===== src/rtl/gld_pkg.sv =====
// ----------------------------------------------------------------------------
// gld_pkg: shared types and constants of the LZW decoder
// Code widths, table depth, status codes and the input word format.
// ----------------------------------------------------------------------------
`default_nettype none
package gld_pkg;

	// Code and table geometry
	localparam int CODE_W      = 12;
	localparam int TABLE_DEPTH = 4096;
	localparam int NF_W        = 13;
	localparam int BUF_W       = 20;
	localparam int CNT_W       = 5;
	localparam int ROOT_W      = 9;
	localparam int CW_W        = 4;
	localparam int MIN_WIDTH   = 3;
	localparam int MAX_WIDTH   = 12;
	localparam int MIN_ROOTS   = 4;
	localparam int MAX_ROOTS   = 256;
	localparam int ACCEPT_MAX_BITS = 12;

	// Result status codes
	localparam logic [2:0] STAT_DATA     = 3'd0;
	localparam logic [2:0] STAT_ACCEPTED = 3'd1;
	localparam logic [2:0] STAT_REJECTED = 3'd2;
	localparam logic [2:0] STAT_NEED_IN  = 3'd3;
	localparam logic [2:0] STAT_FINISHED = 3'd4;
	localparam logic [2:0] STAT_ERROR    = 3'd5;

	// Register indexes
	localparam logic REG_FIRST_WIDTH = 1'b0;
	localparam logic REG_ROOT_COUNT  = 1'b1;

	// One input word as queued between front and back
	typedef struct packed {
		logic       pull;
		logic [7:0] coded_byte;
		logic       final_byte;
	} item_t;

endpackage
`default_nettype wire


===== src/rtl/gld_front.sv =====
// ----------------------------------------------------------------------------
// gld_front: input side of the LZW decoder
// Takes input words and classifies them (byte supply or pull) into a
// two-entry queue that the decode engine drains.
// ----------------------------------------------------------------------------
`default_nettype none
module gld_front (
	input  wire logic           clk,
	input  wire logic           arst_n,
	input  wire logic           item_valid,
	output logic                item_stall,
	input  wire logic           mode,
	input  wire logic [7:0]     coded_byte,
	input  wire logic           final_byte,
	output logic                q_valid,
	output gld_pkg::item_t      q_item,
	input  wire logic           q_pop
);
	import gld_pkg::*;

	item_t       slot_q [2];
	logic        wp_q;
	logic        rp_q;
	logic [1:0]  cnt_q;
	logic        push;

	assign item_stall = (cnt_q == 2'd2);
	assign push       = item_valid && !item_stall;
	assign q_valid    = (cnt_q != 2'd0);
	assign q_item     = slot_q[rp_q];

	// queue storage
	always_ff @(posedge clk) begin
		if (push) begin
			slot_q[wp_q] <= '{pull: mode, coded_byte: coded_byte, final_byte: final_byte};
		end
	end

	// queue pointers
	always_ff @(posedge clk or negedge arst_n) begin
		if (!arst_n) begin
			wp_q  <= 1'b0;
			rp_q  <= 1'b0;
			cnt_q <= 2'd0;
		end else begin
			if (push) wp_q <= ~wp_q;
			if (q_pop) rp_q <= ~rp_q;
			cnt_q <= cnt_q + 2'(push) - 2'(q_pop);
		end
	end

endmodule
`default_nettype wire


===== config.mk =====
export PLATFORM = sky130hd
export DESIGN_NAME = gld_front
export DESIGN_NICKNAME = d
export VERILOG_FILES = /design/src/rtl/gld_pkg.sv /design/src/rtl/gld_front.sv
export SDC_FILE = /design/constraint.sdc
export NUM_CORES = 1
export LEC_CHECK = 0
export BUFFER_PORTS_ARGS = -buffer_cell sky130_fd_sc_hd__buf_2
export CAP_MARGIN = 20
export CORE_AREA = 4 4 51 53
export CTS_CLUSTER_DIAMETER = 120
export DETAILED_ROUTE_END_ITERATION = 16
export DIE_AREA = 0 0 55 57
export PLACE_DENSITY = 0.75
export SKIP_LAST_GASP = 1
export SYNTH_ARGS = -nofsm -noshare
export SYNTH_HDL_FRONTEND = slang
export SYNTH_SLANG_ARGS = --single-unit

===== constraint.sdc =====
create_clock -name clk -period 1.8 [get_ports clk]
set_clock_uncertainty 0.2 [all_clocks]
set_input_delay 0.09 -clock clk [delete_from_list [all_inputs] [get_ports clk]]
set_output_delay 0.09 -clock clk [all_outputs]
set_load 0.01 [all_outputs]

==> run summary <==
The area of the die is about 0.0031 sq mm. The number of routed nets with antenna violations is 0. The number of synthesis warnings is 0. In this run the critical register-to-register path is captured at cnt_q[1]$_DFF_PN0_. The clock root buffer is sky130_fd_sc_hd__clkbuf_4. The number of clock buffers inserted by TritonCTS came out at 3. The number of pins with negative max-slew slack in the final report was 0. The overall via count from detail_route came out at 534. The number of inserted filler cells in the final layout is 167. Setup total negative slack on the finished layout was measured at 0 ns. The hold violation total from the final report is 0. At the worst endpoint, the required time is 1.84 ns. The critical path is of the register to register type.

The worst hold path begins at coded_byte[3]. The total overflow left after global routing is 0. The routed design has 1460 um of wire.

Dividing the detail-routed wire length by the instance count gives 12.0 um. The total power per unit cell area came out at 1460 mW/mm^2. The setup-violating endpoint count in the final report is 0.

The I/O pin total is 26. The floorplan step set the die height to approximately 57 um. Leaving out fill and tap cells, the most frequent cells in the layout are sky130_fd_sc_hd__buf_2, sky130_fd_sc_hd__edfxtp_1, sky130_fd_sc_hd__dlygate4sd3_1, sky130_fd_sc_hd__mux2_4. The post-route netlist has 48.4% of its cells at a drive strength greater than 1. The all-layer global routing usage came out at 9.69%.

Synthesis inferred 24 register bits. Once detailed placement completed, the half-perimeter wirelength came to 1020 um. The CTS H-tree depth came out at 1.

Measured in cells, the most critical reg-to-reg path has a length of 7. The startpoint of the worst setup timing path is cnt_q[0]$_DFF_PN0_. The sequential-to-total area share from yosys stat came out at 73.6%. The final critical-path required period came out at 1.72 ns. The endpoint arrival time on the critical path came out at 1.76 ns. The first-pass GRT wire length is 2170 um.

The post-synthesis to final-layout area growth came out at 39.2%. The clock-pin slew on the worst setup and hold paths came out at roughly 0.14 ns. The number of port buffers came out at 25. For this design, the sink count on the clock tree is 24. The DRC violation count after routing is 0. After the last flow step, the layout net total stands at 110. The area of the core came out at 0.00215 sq mm. Setup repair after global routing could not meet its margin everywhere. TritonCTS built the clock tree. Entering global routing, the biggest net connects 15 pins.

The number of optimization iterations in the first detailed-route pass came out at 3. The cell area after synthesis is ~950 sq um. The critical path ends at cnt_q[1]$_DFF_PN0_. The number of antenna cells inserted is 0.

The flow ran to the end, and the final reports show no timing, DRC or antenna violations. The effective utilization at floorplan came out at 44.3%. The count of distinct cell types in the synthesized netlist is 14. The DRC violation total after the first TritonRoute iteration came out at 6.

Based on the critical path, the design can be clocked at up to ~580 MHz. Synthesis produced 48 cells. The internal reg-to-reg setup slack is approximately 0.08 ns. The critical path endpoint category is a register. The library cell used most frequently in the layout, excluding fill and tap cells, is sky130_fd_sc_hd__buf_2. The critical path startpoint category is a register. The number of antenna violations at the first check in global routing is 0. The die outline width is 55 um.

The net count after synthesis is 64. Dividing the synthesized area by the synthesized cell count gives 19.8 sq um. The standard-cell row count is 17. The clock passes through at most 2 buffers.

The number of vias per cell came out at 4.41. The transition at the pin with the smallest max-transition slack came out at 0.474 ns. Max-cap violations in this run came to 0. The clock latency on the worst-skew pair is 0.31 ns. The standby leakage power came out at roughly 0.57 nW. The largest vdd supply drop came out at 0.000788 V. The final core utilization is 61.7%.

The startpoint identified for the worst register-to-register timing path is cnt_q[0]$_DFF_PN0_. The number of global-route vias before repair came to roughly 500. The share of the clock period used by the worst path came out at 95.7%. The path class of the tightest hold or removal check is input pin to register.

The global placement routability congestion is approximately 0.74. The maximum fanout along the worst path is 3. The tightest slew margin relative to the limit is 68.4%.
==> synth_stat cells, drive strengths merged <==
master   n  share of area (%)
and3     1               0.66
buf      1                1.2
dfrtp    4                 11
edfxtp  20                 63
ha       2                2.6
inv      2               0.79
mux2    10                 15
nand2    1               0.39
nand2b   1               0.66
nor2     1               0.39
or2      1               0.66
xnor2    3                2.8
xor2     1               0.92
==> layer usage <==
metal | wire length (um) | vias up | part of all wire, % | global-route usage (%)
li1 | - | 268 | - | -
met1 | 632 | 243 | 43 | 11.2
met2 | 715 | 19 | 49 | 16.6
met3 | 89 | 4 | 6.1 | 1.83
met4 | 18 | 0 | 1.2 | 4.86
met5 | 0 | - | 0 | 0
==> layout make-up <==
cell class                 instances  area, sq um  area share (%)
multi-input combinational         21          240            18.1
clock buffer                       3         22.5            1.70
timing repair buffer              42          288            21.7
inverter                           2         7.51           0.567
sequential                        24          702            53.0
tap                               28         35.0            2.64
clock inverter                     1         30.0            2.27
==> repair_timing <==
item / 4_1_cts / 5_1_grt
setup buffers: 0 / 1
endpoints found under the setup margin: 0 / 8
hold buffers: 14 / 0
hold endpoints to repair: 27 / 0
gates resized for setup: 0 / 2
==> per-stage QoR <==
| step | instance area (sq um) | hold WS (ns) | setup WS [ns] | total power, mW | instances |
|---|---|---|---|---|---|
| after detailed placement | 1120 | -0.299 | 0.0885 | 1.51 | 102 |
| after global routing | 1330 | 0.275 | -0.0117 | 2.06 | 121 |
| final | 1330 | 0.289 | 0.0782 | 1.94 | 121 |
| after floorplan | 952 | -0.406 | 0.189 | 1.31 | 48 |
| after global placement | 1120 | -0.301 | 0.163 | 1.49 | 102 |
| after CTS | 1310 | 0.286 | 0.00826 | 1.91 | 120 |
==> report_power, final <==
group | leakage (nW) | internal [mW] | switching (mW) | total, mW
combinational | 0.309 | 0.397 | 0.306 | 0.703
sequential | 0.231 | 0.774 | 0.0771 | 0.851
clock | 0.0279 | 0.225 | 0.160 | 0.385
==> logic make-up (layout without fill, tap and decap cells) <==
logic type	after synthesis	in the layout	synth area share, %
xor gates and xnor gates	4	4	3.68
adders and majority gates	2	2	2.63
buffers and inverters	3	48	1.97
DFF	24	24	73.6
muxes	10	10	15.4
and+or+nand+nor	5	5	2.76
==> worst max-delay path: stages, from the launching register on <==
cell and delay (ns):
sky130_fd_sc_hd__dfrtp_1 0.39, sky130_fd_sc_hd__nand2b_4 0.14, sky130_fd_sc_hd__nand2_1 0.10, sky130_fd_sc_hd__ha_1 0.28, sky130_fd_sc_hd__inv_1 0.04, sky130_fd_sc_hd__ha_1 0.18
sky130_fd_sc_hd__xnor2_1 0.16, sky130_fd_sc_hd__xnor2_1 0.15
==> registers in the layout, indices dropped and copies added (netlist names) <==
register	cells
slot_q	20
cnt_q	2
rp_q	1
wp_q	1
==> worst min-delay path by stage <==
stage	endpoint	slack [ns]	depth (start not counted)
final	slot_q[1][4]$_DFFE_PP_	0.29	2
after global routing	slot_q[0][2]$_DFFE_PP_	0.27	2
after CTS	slot_q[0][8]$_DFFE_PP_	0.29	2
after detailed placement	cnt_q[1]$_DFF_PN0_	-0.30	1
after global placement	cnt_q[0]$_DFF_PN0_	-0.30	1
after floorplan	cnt_q[0]$_DFF_PN0_	-0.41	0
Note: power is estimated with default switching activity, not from simulation.
